`src/hdl/tao_pkg.sv`:
```
package tao_pkg;

	localparam int DATA_W = 16;
	localparam int WINDOW_DEF = 20;
	localparam int CFG_IDX_W = 2;

	localparam logic [CFG_IDX_W-1:0] REG_OFFSET_X = 2'd0;
	localparam logic [CFG_IDX_W-1:0] REG_OFFSET_Y = 2'd1;
	localparam logic [CFG_IDX_W-1:0] REG_OFFSET_Z = 2'd2;

	localparam logic signed [DATA_W-1:0] OFFSET_X_RST = -16'sd29;
	localparam logic signed [DATA_W-1:0] OFFSET_Y_RST = -16'sd16;
	localparam logic signed [DATA_W-1:0] OFFSET_Z_RST = -16'sd15;

	typedef struct packed {
		logic signed [DATA_W-1:0] x;
		logic signed [DATA_W-1:0] y;
		logic signed [DATA_W-1:0] z;
	} tao_sample_t;

	typedef struct packed {
		logic ld_s2;
		logic ld_s3;
	} tao_pipe_ctl_t;

endpackage

```
`src/hdl/tao_div.sv`:
```
module tao_div
	import tao_pkg::*;
#(
	parameter int WINDOW = WINDOW_DEF
) (
	input  logic                                        clk,
	input  logic                                        arst_n,
	input  tao_pipe_ctl_t                               ctl,
	input  logic signed [DATA_W+$clog2(WINDOW)-1:0]     sum,
	output logic signed [DATA_W-1:0]                    quot
);

	localparam int SUM_W = DATA_W + $clog2(WINDOW);
	localparam int MAG_W = SUM_W;
	localparam int SHIFT = MAG_W + $clog2(WINDOW);
	localparam int MUL_W = MAG_W + 1;
	localparam int PROD_W = MAG_W + MUL_W;
	localparam logic [63:0] RECIP_WIDE = ((64'd1 << SHIFT) + 64'(WINDOW) - 64'd1) / 64'(WINDOW);
	localparam logic [MUL_W-1:0] RECIP = RECIP_WIDE[MUL_W-1:0];

	logic              neg_s2;
	logic [MAG_W-1:0]  mag_s2;
	logic              neg_s3;
	logic [PROD_W-1:0] prod_s3;
	logic              neg;
	logic [MAG_W-1:0]  mag;
	logic [DATA_W-1:0] q_abs;

	// The mean truncates toward zero, so the magnitude is divided and the sign restored.
	always_comb begin
		neg = sum[SUM_W-1];
		mag = neg ? MAG_W'(-sum) : MAG_W'(sum);
	end

	always_ff @(posedge clk or negedge arst_n) begin
		if (!arst_n) begin
			neg_s2 <= 1'b0;
			neg_s3 <= 1'b0;
		end else begin
			if (ctl.ld_s2) begin
				neg_s2 <= neg;
			end
			if (ctl.ld_s3) begin
				neg_s3 <= neg_s2;
			end
		end
	end

	always_ff @(posedge clk) begin
		if (ctl.ld_s2) begin
			mag_s2 <= mag;
		end
		if (ctl.ld_s3) begin
			prod_s3 <= PROD_W'(mag_s2) * PROD_W'(RECIP);
		end
	end

	assign q_abs = prod_s3[SHIFT +: DATA_W];
	assign quot = neg_s3 ? -$signed(q_abs) : $signed(q_abs);

endmodule

```
`config.mk`:
```
export PLATFORM = sky130hd
export DESIGN_NAME = tao_div
export DESIGN_NICKNAME = d
export VERILOG_FILES = /design/src/hdl/tao_pkg.sv /design/src/hdl/tao_div.sv
export SDC_FILE = /design/constraint.sdc
export NUM_CORES = 1
export LEC_CHECK = 0
export BUFFER_PORTS_ARGS = -buffer_cell sky130_fd_sc_hd__buf_2
export CORE_MARGIN = 10
export CORE_UTILIZATION = 70
export DETAILED_ROUTE_END_ITERATION = 12
export PLACE_DENSITY = 0.89
export RECOVER_POWER = 100
export SYNTH_ARGS = -nofsm -noshare
export SYNTH_HDL_FRONTEND = slang
export SYNTH_SLANG_ARGS = --single-unit
```
`constraint.sdc`:
```
create_clock -name clk -period 13.7 [get_ports clk]
set_input_delay 2.74 -clock clk [delete_from_list [all_inputs] [get_ports clk]]
set_output_delay 2.74 -clock clk [all_outputs]
set_load 0.05 [all_outputs]
```
# Word level (Yosys, flattened, before mapping)
# Cells that the tools add are included.
# classes
n_addsub	2
multipliers	1
muxes	2
# ops
cell	n
21-bit by 20-bit multiplier with 40-bit output (second input constant)	1
21-bit negator	1
20-bit two-way mux	1
16-bit two-way mux	1
16-bit negator	1
# word_totals
ff_bits	63
in_bits	25
output_inout_bits	16
word_cells	10

# Logic depth before layout (Yosys ltp)
# logic_depth
ltp_word	2
ltp_mapped	25
mapped_depth_nobuf	24

# Worst setup path after synthesis
# No wires, ideal clock.
# synth_path
path_type	reg2reg
start	reg mag_s2[1]
end	reg prod_s3[41] (data pin)
setup_ps	260
arrival_time_ps	5719
required_time_ps	13440
setup_slack_ps	7722
path_stages_with_launch	22
n_path_buf	0
synth_period_minus_slack_ps	5978
cell_sequence	edfxtp_1 -> ha_1 -> xor2_1 -> ha_1 -> fa_1 -> fa_1 -> fa_1 -> fa_1 -> inv_1 -> fa_1 -> inv_1 -> ha_1 -> a21oi_1 -> o21ai_0 -> a311oi_1 -> nand2_1 -> a21oi_2 -> o21bai_4 -> a21oi_2 -> o21bai_2 -> a31oi_1 -> xnor2_1
# synth_between
elab_chain_cells	1
# synth_rtl
element	line_no	rtl
from (decl)	tao_div.sv:22	logic [MAG_W-1:0] mag_s2;
from (signal assigned)	tao_div.sv:51	mag_s2 <= mag;
21-bit by 20-bit multiplier with 40-bit output	tao_div.sv:54	prod_s3 <= PROD_W'(mag_s2) * PROD_W'(RECIP);
to (signal assigned)	tao_div.sv:54	
to (decl)	tao_div.sv:24	logic [PROD_W-1:0] prod_s3;
# Every way passes these cells.
# A chain may end at the register's enable or synchronous reset.

# Worst setup path in the final report
# Ends and elaborated chain as after synthesis.

==> flow_metrics.py <==
metrics = {
    "run_status": {
        "status": "finished, final reports clean",
    },
    "synthesis": {
        "syn_avg_cell_area_um2": 10.3,
        "synth_mux_area_frac": 0.00242,
        "synthDistinctLibCells": 50,
        "synth_area_leaders": "fa_1 29%, ha_1 27%, edfxtp_1 12%",
        "synth_top_family_by_area": "adder cells",
        "ys_ff_latch": 39,
        "synth_compound_area_frac": 0.0840,
        "ys.flop_type": "edfxtp_1",
        "async_flop_share": 0.0513,
        "ys_warn_count": 0,
        "yosys.area_share.simple": 0.0562,
        "synth_top_cell_by_area": "fa_1",
        "syn-cell-area_um2": 9310,
        "yosysTopAreaCellShare": 0.290,
        "synthAdderAreaFrac": 0.564,
        "syn-num-nets": 1271,
        "synth-xor-area-share": 0.0724,
        "seq_area_frac_synth": 0.125,
        "synth_cells": 907,
        "synth_edf_count": 37,
    },
    "sta": {
        "layout_setup_ws_ns": 6.82,
        "final.period_utilization": 0.502,
        "finalMaxSlewViolations": 0,
        "fin_crit_ns": 6.88,
        "maxSlewHeadroom": 0.156,
        "finalSetupViolCount": 0,
        "tightestPinTransition_ns": 1.27,
        "fin_skew_ns": 0.00812,
        "fmax_mhz": 145,
        "hold_viol_final": 0,
        "rsz0062_at_grt": "false",
        "setup_tns_ns": 0,
    },
    "floorplan": {
        "dieArea_um2": 18300,
        "die_w_um": 135,
        "io_pins": 41,
        "start_util": 0.709,
        "rows": 42,
        "core_area_um2": 13100,
        "chipHeight_um": 135,
    },
    "cts": {
        "cts_setup_buffers": 0,
        "clkTransAtPathRegs_ns": 0.06,
        "clock_sinks": 39,
        "cts_tree": "done",
        "cts_buffer_depth": 2,
        "root_buffer": "clkbuf_16",
        "cts_inserted_buffers": 5,
        "ctsHoldBuffers": 0,
        "htreeDepth": 2,
        "clk_latency_ns": 0.29,
        "cts.repair.resized": 0,
    },
    "final_layout": {
        "area_delta_synth_final_pct": 4.93,
        "finalInstanceArea_um2": 9770,
        "diodes": 0,
        "layout-drive-gt1-share": 0.0338,
        "finalNetCount": 1310,
    },
    "global_route": {
        "gr-total-overflow": 0,
        "grt_use_total": 0.245,
        "antenna_found_initial": 0,
        "grt_pass1_wl_mm": 35.3,
        "grt_pass1_vias": 7078,
        "grt_start_max_net_pins": 23,
    },
    "placement": {
        "pre_cts_slack_ns": 7.29,
        "io_buffer_count": 40,
        "dpl_cell_area_um2": 9690,
        "gp_congestion": 0.971,
        "hpwl_mm": 19.0,
    },
    "routing": {
        "dr.pass1.iters": 5,
        "via_count": 6611,
        "wire_per_inst_um": 19.3,
        "drcViolationCount": 0,
        "viasPerCell": 5.89,
        "antenna_left": 0,
        "routed_wl_mm": 21.7,
        "initialDrtViolationCount": 552,
    },
    "critical_path": {
        "worst-endpoint-arrival_ns": 6.92,
        "crit_start": "mag_s2[1]",
        "r2r_start": "mag_s2[1]",
        "worst_setup_path_start_kind": "flop",
        "worst_ep_required_time_ns": 13.74,
        "crit_fanout": 7,
        "critical_path_class": "reg -> reg",
        "endpoint_kind": "flop",
    },
    "flow_run": {
        "maxCapViolCount": 0,
    },
    "hold_path": {
        "min_from": "neg_s2",
        "hold_class": "reg -> reg",
    },
}
==> layer usage <==
metal,GRT usage,part of all wire
met1,0.310,0.41
met2,0.396,0.47
met3,0.0657,0.088
met4,0.0861,0.032
met5,0,0
==> final cells by class <==
cell class | instances | area (um2)
flip-flops and latches | 39 | 1160
well taps | 176 | 220
inverters | 228 | 856
clock inverters | 3 | 38.8
clock buffers | 5 | 125
repair buffers | 40 | 171
fillers | 896 | 3370
multi-input cells | 632 | 7200
==> cell families (layout without fill, tap and decap cells) <==
family	count (synthesis)	after routing
simple gates	98	98
compound gates	116	116
flops	39	39
xor+xnor	77	77
buf+inv	236	276
mux	2	2
fa+ha+maj	339	339
==> placed cells by master, fill, tap and decap left out, types with 6 or more instances in the layout <==
cell type,count
inv_1,228
ha_1,204
fa_1,135
xnor2_1,42
edfxtp_1,37
a21oi_1,35
xor2_1,35
nand2_1,31
o21ai_0,25
clkbuf_1,23
buf_2,17
a21o_1,14
and2_1,11
o21bai_1,11
nand3_1,9
nor2_1,9
nor3_1,7
nand4_1,6
o41ai_1,6
o31ai_1,6
==> cells in the mapped netlist (2+ instances only) <==
| cell type | number |
|---|---|
| o21ai_0 | 24 |
| nand2_1 | 31 |
| o21bai_1 | 9 |
| or2_2 | 5 |
| or4_1 | 4 |
| nand4_1 | 5 |
| clkbuf_1 | 6 |
| xnor2_1 | 42 |
| and2_1 | 11 |
| o211ai_1 | 3 |
| nor3_1 | 7 |
| a21o_1 | 14 |
| inv_1 | 228 |
| nand2b_1 | 4 |
| mux2_2 | 2 |
| edfxtp_1 | 37 |
| nor2b_1 | 2 |
| ha_1 | 204 |
| or3_1 | 3 |
| a31oi_1 | 2 |
| a211oi_1 | 2 |
| nand3_1 | 9 |
| dfrtp_1 | 2 |
| a21boi_0 | 2 |
| xor2_1 | 35 |
| o31ai_1 | 6 |
| and3_1 | 2 |
| a41oi_1 | 2 |
| a21oi_2 | 3 |
| nor4_1 | 2 |
| o2111ai_1 | 2 |
| a21oi_1 | 32 |
| o41ai_1 | 5 |
| fa_1 | 135 |
| buf_4 | 2 |
| nor2_1 | 9 |
==> critical path, stage by stage (launching register included) <==
cell       delay (ns)
edfxtp_1         0.51
ha_1             0.42
xor2_1           0.24
ha_1             0.30
fa_1             0.53
fa_1             0.52
fa_1             0.52
fa_1             0.54
inv_1            0.05
fa_1             0.50
inv_1            0.05
ha_1             0.33
nand4_1          0.24
a2111oi_0        0.47
o211ai_1         0.17
nand2_1          0.09
a21oi_1          0.08
o21bai_1         0.28
a21oi_1          0.19
o21bai_1         0.28
a31oi_1          0.15
xnor2_1          0.14
==> state kept, by name (all words and copies together) (netlist names) <==
signal / count
mag_s2: 21
neg_s3: 1
prod_s3: 16
neg_s2: 1
==> path summary, 6_finish.rpt <==
kind                            depth (start not counted)  slack [ns]     endpoint
max in group asynchronous                               1       11.34       neg_s3
worst max register to register                         21        6.82  prod_s3[41]
worst max-delay path                                   21        6.82  prod_s3[41]
min in group asynchronous                               1        2.23       neg_s2
worst min register to register                          1        0.61       neg_s3
worst min-delay path                                    1        0.61       neg_s3
==> per-stage QoR <==
stage	util	hold slack, ns	instances
after floorplan	-	0.475	907
after global placement	0.738	0.550	1115
after detailed placement	0.738	0.600	1115
after CTS	0.750	0.611	1123
after global routing	0.744	0.631	1123
final	0.744	0.613	1123
Power is left out: the tool's default activity adds up to more than one toggle a clock period on the data nets, which glitch-free logic cannot reach.
