===== src/hdl/tao_pkg.sv =====
package tao_pkg;

	localparam int DATA_W = 16;
	localparam int WINDOW_DEF = 20;
	localparam int CFG_IDX_W = 2;

	localparam logic [CFG_IDX_W-1:0] REG_OFFSET_X = 2'd0;
	localparam logic [CFG_IDX_W-1:0] REG_OFFSET_Y = 2'd1;
	localparam logic [CFG_IDX_W-1:0] REG_OFFSET_Z = 2'd2;

	localparam logic signed [DATA_W-1:0] OFFSET_X_RST = -16'sd29;
	localparam logic signed [DATA_W-1:0] OFFSET_Y_RST = -16'sd16;
	localparam logic signed [DATA_W-1:0] OFFSET_Z_RST = -16'sd15;

	typedef struct packed {
		logic signed [DATA_W-1:0] x;
		logic signed [DATA_W-1:0] y;
		logic signed [DATA_W-1:0] z;
	} tao_sample_t;

	typedef struct packed {
		logic ld_s2;
		logic ld_s3;
	} tao_pipe_ctl_t;

endpackage


===== src/hdl/tao_cell.sv =====
module tao_cell
	import tao_pkg::*;
(
	input  logic        clk,
	input  logic        arst_n,
	input  logic        shift_en,
	input  tao_sample_t d,
	output tao_sample_t q
);

	tao_sample_t entry_q;

	always_ff @(posedge clk or negedge arst_n) begin
		if (!arst_n) begin
			entry_q <= '0;
		end else if (shift_en) begin
			entry_q <= d;
		end
	end

	assign q = entry_q;

endmodule


===== config.mk =====
export PLATFORM = sky130hd
export DESIGN_NAME = tao_cell
export DESIGN_NICKNAME = d
export VERILOG_FILES = /design/src/hdl/tao_pkg.sv /design/src/hdl/tao_cell.sv
export SDC_FILE = /design/constraint.sdc
export NUM_CORES = 1
export LEC_CHECK = 0
export BUFFER_PORTS_ARGS = -buffer_cell sky130_fd_sc_hd__buf_2
export CAP_MARGIN = 20
export CORE_ASPECT_RATIO = 0.9
export CORE_UTILIZATION = 49
export CTS_BUF_LIST = sky130_fd_sc_hd__clkbuf_8
export CTS_CLUSTER_SIZE = 14
export DETAILED_ROUTE_END_ITERATION = 10
export PLACE_DENSITY = 0.9
export SKIP_LAST_GASP = 1
export SLEW_MARGIN = 10
export SYNTH_ARGS = -nofsm -noshare
export SYNTH_HDL_FRONTEND = slang
export SYNTH_SLANG_ARGS = --single-unit

===== constraint.sdc =====
create_clock -name clk -period 1.1 [get_ports clk]
set_input_delay 0.055 -clock clk [delete_from_list [all_inputs] [get_ports clk]]
set_output_delay 0.055 -clock clk [all_outputs]
set_load 0.01 [all_outputs]

* Word level (Yosys, flattened, before mapping)
Index checks and enable logic that the tools add are counted.
Word-level totals: output and inout bits 48, bits in latches 0, bits in read-only memories 0, memories kept 0, memory bits (writable) 0, flip-flop bits (word level) 48, logic and storage cells 3
Operators by class: multiplexer cells 0, $mul 0, equal/unequal tests 0, $lt $le $gt $ge 0, bitwise operators 0, reductions and logical operators 0, shift-type cells 0, add/sub/neg operators 0, div/mod/pow operators 0

* Longest topological paths before layout
Gate-level depths: netlist (run 1).
word-level depth 0, mapped depth 3, mapped depth without buffers 1

* Worst setup path after synthesis (run 1)
No wires, ideal clock.
path type register to register, start register, netlist name q[10], end register entry_q (netlist bit q[10]), data arrival time 654 ps, path buffers 0, library setup time 125 ps, cell stages (with the launch flop) 2, path slack 321 ps, path through dfrtp_1 -> mux2_4
RTL lines:
- end signal: assignment | RTL line tao_cell.sv:15 | entry_q <= '0;
- end signal: assignment | RTL line tao_cell.sv:17 | entry_q <= d;
- end: declaration | RTL line tao_cell.sv:11 | tao_sample_t entry_q;

* Final worst setup path (run 1)
start register entry_q (netlist bit q[23]), end output port q[23] (netlist name)
RTL lines:
- end: declaration | RTL line tao_cell.sv:8 | output tao_sample_t q
No word-level cell between the ends.

==> results of run 1 <==
[power by group through the flow]
stage,logic [mW],clock network (mW),registers (mW)
final,0.843,1.02,2.04
after floorplan,0.270,0,2.15
after detailed placement,0.708,0,2.07
after CTS,0.832,1.05,2.04
after global routing,0.902,1.12,2.06
after global placement,0.688,0,2.06
[final cells by class]
| type | count | area share |
|---|---|---|
| Sequential cell | 48 | 0.404 |
| Clock inverter | 2 | 0.00252 |
| Timing Repair Buffer | 147 | 0.340 |
| Tap cell | 44 | 0.0185 |
| Multi-Input combinational cell | 48 | 0.207 |
| Clock buffer | 6 | 0.0278 |
| Antenna cell | 1 | 0.000841 |
[cells by family (layout without fill, tap and decap cells)]
family	after synthesis	after routing	synth area share
other cells	0	1	0
flops	48	48	0.646
mux	48	48	0.331
buf+inv	5	155	0.0235
[Yosys cell counts]
cell	n	area share
dfrtp_1	48	0.65
mux2_2	28	0.17
mux2_4	20	0.16
buf_6	3	0.018
buf_2	2	0.0054
[final timing paths]
kind / endpoint / slack, ns / cells after the start
worst max-delay path: q[23] / 0.19 / 1
worst min-delay path: q[33] / 0.01 / 2
worst max register to register: q[23] / 0.31 / 1
worst min register to register: q[47] / 0.50 / 1
max in group asynchronous: q[10] / 0.58 / 3
min in group asynchronous: q[7] / 0.31 / 3
[stage by stage]
step | instance area, um^2 | setup slack, ns | hold slack, ns | util | power [mW]
after floorplan | 1860 | 0.321 | -0.241 | - | 2.42
after global placement | 2420 | 0.219 | 0.0548 | 0.691 | 2.75
after detailed placement | 2420 | 0.196 | 0.0590 | 0.691 | 2.77
after CTS | 2970 | 0.203 | 0.00337 | 0.849 | 3.92
after global routing | 2980 | 0.164 | 0.00208 | 0.849 | 4.09
final | 2980 | 0.195 | 0.0148 | 0.849 | 3.91
[routing by layer]
| layer | global-route usage | vias to the layer above | wire length (um) |
|---|---|---|---|
| met5 | 0 | - | 0 |
| met4 | 0.103 | 0 | 87 |
| met3 | 0.0695 | 8 | 240 |
| met2 | 0.426 | 58 | 2510 |
| li1 | - | 648 | - |
| met1 | 0.289 | 687 | 1900 |
==> metrics.md, run 1 <==
| Metric | Value |
|---|---|
| Status | completed |
| # DRC | 0 |
| Pint | 2.94 mW |
| Total GRT Usage | 0.246 |
| Final-layout fill cell count | 189 |
| Crit-path max FO | 2 |
| CP required | 1.04 ns |
| P_leak | ~1.5 nW |
| Port bufs | 98 |
| Clk network pwr share | 0.261 |
| First-pass GRT wire length | around 7000 um |
| Die Y | 60.5 um |
| Nets | 301 |
| Gate Count Post-Synth | between 100 and 150 |
| Area growth from synthesis to layout | 59.9% |
| Max-slew violation count | 0 |
| Synth cell types | 5 |
| CP endpoint kind | output pin |
| Share of layout cells above drive strength 1 | 0.618 |
| VDD IR-drop max | about 1300 uV |
| WL/cell | 16.0 um |
| Crit-path cells | buf_2 |
| #FFs+latches synth | 48 |
| Root buf cell | clkbuf_8 |
| Crit. Startpoint | q[23] |
| Die W | around 67 um |
| Crit-path leading delay family | flip-flops |
| Die Area | 0.00405 mm^2 |
| Startpoint Class | register |
| Most common cell after layout, fill and taps aside | buf_2 |
| Placed insts | about 240 |
| Combinational Power Share | 0.216 |
| Slew @ Worst Pin | 0.248 ns |
| Post-synthesis sequential area ratio | 0.646 |
| Post-CTS Setup Inserts | 0 |
| Synthesized area per cell | 18.4 um^2 |
| Total Routed Length | 4740 um |
| CTS tree | done |
| Worst path bufs/invs | 1 |
| Hold Path Class | input pin to register |
| Vias/cell | 4.73 |
| Syn_nets | between 150 and 200 |
| Critical R2R Launch | q[23] |
| # hold bufs at CTS | between 40 and 50 |
| Htree depth | 2 |
| Initial drt markers | 52 |
| Detailed Routing Iterations Pass 1 | 4 |
| Initial antenna violation count | 1 |
| Post-route minimum period | 0.905 ns |
| Vias in the first global route | 1448 |
| Setup_tns | 0 ns |
| Antenna-violating nets left | 0 |
| RD Place Congestion | roughly 0.65 |
| P per Cell Area | roughly 1300 mW/mm^2 |
| Initial Util | 0.531 |
| Critical path type | register to output pin |
| Slowest stage delay, CP | 0.41 ns |
| Non-Filler Instances | 296 |
| Row count | 20 |
| FF/Latch Area | 0.00120 mm^2 |
| Critical path's slowest cell | dfrtp_1 |
| Clock transition at path regs | ~0.08 ns |
| Max_cap viols | 0 |
| Fmax achieved | 1.10 GHz |
| Grt total ovfl | 0 |
| Clock Skew | 0 ns |
| Num CTS Buffers | 5 |
| Sink Count | between 40 and 50 |
| Core area | around 0.0035 mm^2 |
| Most frequent cells in the layout | 98 x buf_2, 48 x dfrtp_1, 46 x dlygate4sd3_1, 28 x mux2_2, 20 x mux2_4 |
| Max reg flops | 48 |
| Via count | 1401 |
| Worst Min Path Start | d[33] |
| RSZ-0062 raised after global routing | no |
| Post-CTS sizing | 0 |
| Worst-skew pair later-pin latency | 0.28 ns |
| Final HPWL DP | around 2600 um |
| I/O pin cnt | 99 |
| Post-Syn Area | 0.00186 mm^2 |
| Largest net degree at the start of global routing | 49 |
| Yosys Warn Count | 0 |
| Switching power total | 965 uW |
| Slew Limit Headroom | 0.835 |
| CTS max path bufs | 2 |
| Final setup vio count | 0 |
| Period utilization | 0.823 |
| Switching part of the total | 0.247 |
| Critical path arrival | 0.85 ns |
| Final Hold Viols | 0 |
| Flop pwr share | 0.523 |
| Multi-input logic area | 616 um^2 |
No activity file was read; power rests on OpenSTA's default activity.
==> inputs of run 2 (changes only) <==
Settings changed: CORE_UTILIZATION 49 to 46, PLACE_DENSITY 0.9 to 0.86.
Clock period 1.1 ns to 0.9 ns, I/O delays scaled along.
==> metrics.md, run 2 (synthesis gave the netlist of run 1 again) <==
| Metric | Value |
|---|---|
| Status | finished with violations |
| Failing checks | setup timing |
| Initial Util | 0.492 (-0.0393) |
| CTS tree | done |
| CTS max path bufs | 2 (unchanged) |
| Initial antenna violation count | 0 (-1) |
| WL/cell | 16.3 um (+1.6%) |
| Crit-path leading delay family | flip-flops |
| Overall power | 4.86 mW (+24%) |
| Area growth from synthesis to layout | 61.6% |
| Final Hold Viols | 0 (unchanged) |
| Sink Count | 48 (unchanged) |
| Worst-skew pair later-pin latency | 0.29 ns (about the same) |
| Largest net degree at the start of global routing | 27 (-45%) |
| P per Cell Area | 1620 mW/mm^2 (+23%) |
| Share of layout cells above drive strength 1 | 0.625 (+0.00698) |
| Slowest stage delay, CP | 0.43 ns (+0.02 ns) |
| Grt total ovfl | 0 (unchanged) |
| Max-slew violation count | 0 (unchanged) |
| Worst path bufs/invs | 1 (unchanged) |
| Max reg flops | 48 (unchanged) |
| Port bufs | 98 (unchanged) |
| Fmax achieved | 1.11 GHz |
| Hold Path Class | input pin to register |
| Crit-path max FO | 2 (unchanged) |
| Row count | 21 (+5.0%) |
| Vias in the first global route | 1614 (+11%) |
| Vias/cell | 4.80 (+1.5%) |
| Final-layout fill cell count | 224 (+19%) |
| CP required | 0.85 ns (-0.19 ns) |
| Die Area | 0.00430 mm^2 (+6.3%) |
| Fin util | 0.795 (-0.0546) |
| Num CTS Buffers | 5 (unchanged) |
| Number of diodes | 0 (-1) |
| Reg2Reg Setup Slack | 0.06 ns (-0.25 ns) |
| I/O pin cnt | 99 (unchanged) |
| Most common cell after layout, fill and taps aside | buf_2 |
| RSZ-0062 raised after global routing | yes |
| CP endpoint kind | output pin |
| WHS Path Cells | 2 (unchanged) |
| Critical R2R Launch | q[26] |
| Multi-input logic area | 616 um^2 (unchanged) |
| Final HPWL DP | 2530 um (-4.7%) |
| Via count | 1436 (+2.5%) |
| # DRC | 0 (unchanged) |
| Antenna-violating nets left | 0 (unchanged) |
| Critical path type | register to output pin |
| Post-route minimum period | about 0.90 ns |
| Clock Skew | 0 ns (unchanged) |
| Detailed Routing Iterations Pass 1 | 5 (+1) |
| Die W | 69.0 um (+3.1%) |
| Nets | 304 (+1.0%) |
| Htree depth | 2 (unchanged) |
| Critical path's slowest cell | dfrtp_1 |
| First-pass GRT wire length | 7940 um (+12%) |
| Post-CTS Setup Inserts | 0 (unchanged) |
| Final setup vio count | 1 (+1) |
| Final worst setup slack | -0.00107 ns (-0.196 ns) |
| Total GRT Usage | 0.243 (-0.00266) |
| Reg-to-reg critical path endpoint | q[26] |
| Period utilization | 1.00 |
| Root buf cell | clkbuf_8 |
| Max_cap viols | 0 (unchanged) |
| Slew @ Worst Pin | 0.332 ns (+0.0847 ns) |
| Critical path depth | 1 (unchanged) |
| Most frequent cells in the layout | 96 x buf_2, 48 x dfrtp_1, 47 x dlygate4sd3_1, 28 x mux2_2, 20 x mux2_4 |
| Total Routed Length | 4860 um (+2.7%) |
| Startpoint Class | register |
| R2R cell count | 1 (unchanged) |
| Slew Limit Headroom | 0.779 (-0.0565) |
| Initial drt markers | 55 (+5.8%) |
| FF/Latch Area | 0.00120 mm^2 (unchanged) |
| Clock transition at path regs | 0.08 ns (about the same) |
| Crit-path cells | buf_6 |
| P_leak | 1.51 nW (+0.66%) |
| Critical path arrival | 0.86 ns (about the same) |
| Worst Min Path Start | d[44] |
| Die Y | 62.3 um (+3.1%) |
| RD Place Congestion | 0.743 (+14%) |
| VDD IR-drop max | 1110 uV (-11%) |
| Core area | 0.00378 mm^2 (+8.0%) |
| Min-Delay Endpoint | q[44] |
[run 2: cell count changes in the layout (fill, tap and decap cells not counted), sizes merged]
cell	before	now
buf	101	103
inv	2	0
clkbuf	6	7
diode	1	0
dlygate4sd3	46	47
[run 2: per-stage QoR]
| stage | area [um^2] | setup WS, ns | hold slack, ns | TNS (ns) | instances |
|---|---|---|---|---|---|
| floorplan | 1860 | 0.121 | -0.251 | 0 | 101 |
| global placement | 2430 | 0.0210 | 0.0347 | 0 | 245 |
| detailed placement | 2430 | 0.0162 | 0.0466 | 0 | 245 |
| CTS | 2980 | 0.0187 | 0.000830 | 0 | 298 |
| global route | 3010 | -0.0277 | 0.0000397 | -0.162 | 299 |
| finish | 3010 | -0.00107 | 0.00721 | -0.00107 | 299 |
[run 2: layout make-up]
cell class                 count  area share
timing repair buffer         150       0.345
sequential                    48       0.400
tap                           46      0.0191
clock buffer                   7      0.0320
multi-input combinational     48       0.205
[run 2: worst max-delay path by stage]
stage	end	slack, ns	from
after global placement	q[18]	0.02	shift_en
after global routing	q[10]	-0.03	q[10]
final	q[26]	-0.001	q[26]
after CTS	q[39]	0.02	q[39]
after detailed placement	q[18]	0.02	shift_en
after floorplan	q[10]	0.12	q[10]
[run 2: repair_timing]
action	4_1_cts	5_1_grt
setup endpoints to repair	0	15
hold buffers	46	1
endpoints found under the hold margin	93	1
gates resized for setup	0	2
[run 2: layer usage]
| metal | wire, um | up-vias | global-route usage | part of all wire |
|---|---|---|---|---|
| met2 | 2500 | 79 | 0.419 | 0.51 |
| met4 | 74 | 0 | 0.0740 | 0.015 |
| met5 | 0 | - | 0 | 0 |
| li1 | - | 659 | - | - |
| met3 | 382 | 11 | 0.0893 | 0.079 |
| met1 | 1900 | 687 | 0.282 | 0.39 |
[run 2: report_power, final]
part | leakage (nW) | internal, mW | total [mW] | switching, mW
combinational | 0.895 | 0.631 | 1.05 | 0.420
clock | 0.0503 | 0.684 | 1.31 | 0.628
sequential | 0.561 | 2.37 | 2.49 | 0.124
==> inputs of run 3 (changes only) <==
Settings changed: ABC_AREA set to 1, CORE_UTILIZATION 46 to 45, PLACE_DENSITY 0.86 to 0.85.
==> metrics.md, run 3 <==
| Metric | Value |
|---|---|
| Final-layout fill cell count | 227 (+1.3%) |
| Worst slack at placement | 0.213 ns (+0.197 ns) |
| Syn_nets | 254 (+67%) |
| CTS max path bufs | 2 (unchanged) |
| Most common cell in the synthesized netlist | nand2_1 |
| Detailed Routing Iterations Pass 1 | 4 (-1) |
| Top cell type's share of synthesized area | 0.665 (+0.0197) |
| Crit-path leading delay family | flip-flops |
| Root buf cell | clkbuf_8 |
| Die W | 68.8 um (-0.38%) |
| CP required | 0.85 ns (about the same) |
| Die Y | 62.1 um (-0.39%) |
| Critical path arrival | 0.85 ns (about the same) |
| Cell taking the most area after synthesis | dfrtp_1 |
| Multi-input logic area | 541 um^2 (-12%) |
| Final setup vio count | 0 (-1) |
| Synth cell types | 5 (unchanged) |
| Status | completed |
| Critical path's slowest cell | dfrtp_1 |
| Fin util | 0.815 (+0.0202) |
| I/O pin cnt | 99 (unchanged) |
| Synthesized area per cell | 8.89 um^2 (-52%) |
| Max reg flops | 48 (unchanged) |
| Clock Skew | 0 ns (unchanged) |
| R2R cell count | 3 (+2) |
| Post-route minimum period | 0.895 ns (-0.00639 ns) |
| Total Routed Length | 5380 um (+11%) |
| Area growth from synthesis to layout | 70.8% |
| Async S/R FF share, synth | 1.00 (unchanged) |
| Total GRT Usage | 0.244 (+0.00152) |
| Final Hold Viols | 0 (unchanged) |
| #FFs+latches synth | 48 (unchanged) |
| CP endpoint kind | output pin |
| Largest net degree at the start of global routing | 49 (+81%) |
| Reg2Reg Setup Slack | 0.12 ns (+0.06 ns) |
| Period utilization | 0.994 (-0.00711) |
| Num CTS Buffers | 5 (unchanged) |
| Yosys Warn Count | 0 (unchanged) |
| Critical path type | register to output pin |
| Antenna-violating nets left | 0 (unchanged) |
| Min-Delay Endpoint | q[22] |
| Final worst setup slack | 0.00532 ns (+0.00639 ns) |
| Port bufs | 98 (unchanged) |
| Fmax achieved | 1.12 GHz (+0.71%) |
| Most common cell after layout, fill and taps aside | nand2_1 |
| Most frequent cells in the layout | 144 x nand2_1, 92 x buf_2, 49 x dlygate4sd3_1, 48 x dfrtp_1, 14 x buf_4 |
| Worst path bufs/invs | 1 (unchanged) |
| Max_cap viols | 0 (unchanged) |
| Startpoint Class | register |
| First-pass GRT wire length | 7200 um (-9.3%) |
| Clock transition at path regs | 0.08 ns (about the same) |
| Slew Limit Headroom | 0.832 (+0.0540) |
| Via count | 1845 (+28%) |
| RSZ-0062 raised after global routing | yes |
| Initial drt markers | 203 (+270%) |
| Slew @ Worst Pin | 0.251 ns (-0.0809 ns) |
| Row count | 21 (unchanged) |
| RD Place Congestion | 0.708 (-4.6%) |
| Initial Util | 0.477 (-0.0146) |
| Worst-skew pair later-pin latency | 0.29 ns (about the same) |
| EDFF count, synth | 0 (unchanged) |
| Nets | 415 (+37%) |
| Share of layout cells above drive strength 1 | 0.338 (-0.287) |
| Post-synthesis sequential area ratio | 0.665 (+0.0197) |
| Vias/cell | 4.50 (-6.3%) |
| Crit-path cells | buf_2 |
| Critical R2R Launch | q[10] |
| P_leak | 1.77 nW (+18%) |
| Max-slew violation count | 0 (unchanged) |
| Post-synth top cells | 144 x nand2_1, 48 x dfrtp_1, 6 x buf_2 |
| FF/Latch Area | 0.00120 mm^2 (unchanged) |
| VDD IR-drop max | 1180 uV (+5.5%) |
| Sink Count | 48 (unchanged) |
| WL/cell | 13.1 um (-19%) |
| Worst Min Path Start | shift_en |
| Crit. Startpoint | q[10] |
| Post-Syn Area | 0.00181 mm^2 (-3.0%) |
| P per Cell Area | 1560 mW/mm^2 (-3.2%) |
| Slowest stage delay, CP | 0.40 ns (-0.03 ns) |
| Initial antenna violation count | 0 (unchanged) |
| Crit-path max FO | 2 (unchanged) |
| Vias in the first global route | 1688 (+4.6%) |
| Synth Flop Type | dfrtp_1 |
| Die Area | 0.00427 mm^2 (-0.78%) |
| Overall power | 4.82 mW (-0.73%) |
| WHS Path Cells | 4 (+2) |
| Gate Count Post-Synth | 203 (+100%) |
| Final HPWL DP | 2590 um (+2.4%) |
| CTS tree | done |
| Number of diodes | 0 (unchanged) |
| Reg-to-reg critical path endpoint | q[10] |
| Core area | 0.00378 mm^2 (unchanged) |
| Synth area leaders | dfrtp_1 67%, nand2_1 30%, buf_2 1.7% |
| # DRC | 0 (unchanged) |
| Hold Path Class | input pin to register |
| Htree depth | 2 (unchanged) |
| Grt total ovfl | 0 (unchanged) |
[run 3: kinds of logic after synthesis]
group / after synthesis / share of synthesized area
flip-flops: 48 / 0.665
AND/OR/NAND/NOR: 144 / 0.299
buffers and inverters: 11 / 0.0353
[run 3: area by class of cell]
class,instances,area share
tap,46,0.0187
clock buffer,7,0.0312
inverter,1,0.00122
multi-input combinational,144,0.175
timing repair buffer,164,0.384
sequential,48,0.390
[run 3: through the flow]
| stage | hold slack, ns | std cells | area [um^2] | setup TNS (ns) |
|---|---|---|---|---|
| floorplan | -0.251 | 203 | 1810 | 0 |
| global placement | 0.0449 | 341 | 2360 | 0 |
| detailed placement | 0.0499 | 341 | 2360 | 0 |
| CTS | 0.174 | 397 | 2950 | 0 |
| global route | 0.181 | 410 | 3080 | -0.286 |
| finish | 0.183 | 410 | 3080 | 0 |
[run 3: how the worst max path moves through the flow]
stage / to / cells after the start
6_report: q[10] / 1
5_1_grt: q[10] / 1
4_1_cts: q[30] / 1
3_5_place_dp: q[30] / 5
3_3_place_gp: q[14] / 5
2_1_floorplan: q[0] / 2
[run 3: timing repair]
action | CTS | global route
buffers inserted | 0 | 13
hold buffers | 49 | 0
endpoints found under the setup margin | 0 | 36
resized for setup | 0 | 6
hold endpoints to repair | 96 | 0
[run 3: per-layer routing]
metal	vias up	global-route usage	share of wire
met5	-	0	0
met1	844	0.246	0.39
li1	922	-	-
met3	8	0.0894	0.063
met4	0	0.0904	0.016
met2	71	0.464	0.53
[run 3: power by group]
group          switching, mW  internal [mW]
clock network          0.663          0.684
logic                  0.478          0.544
registers              0.109           2.35
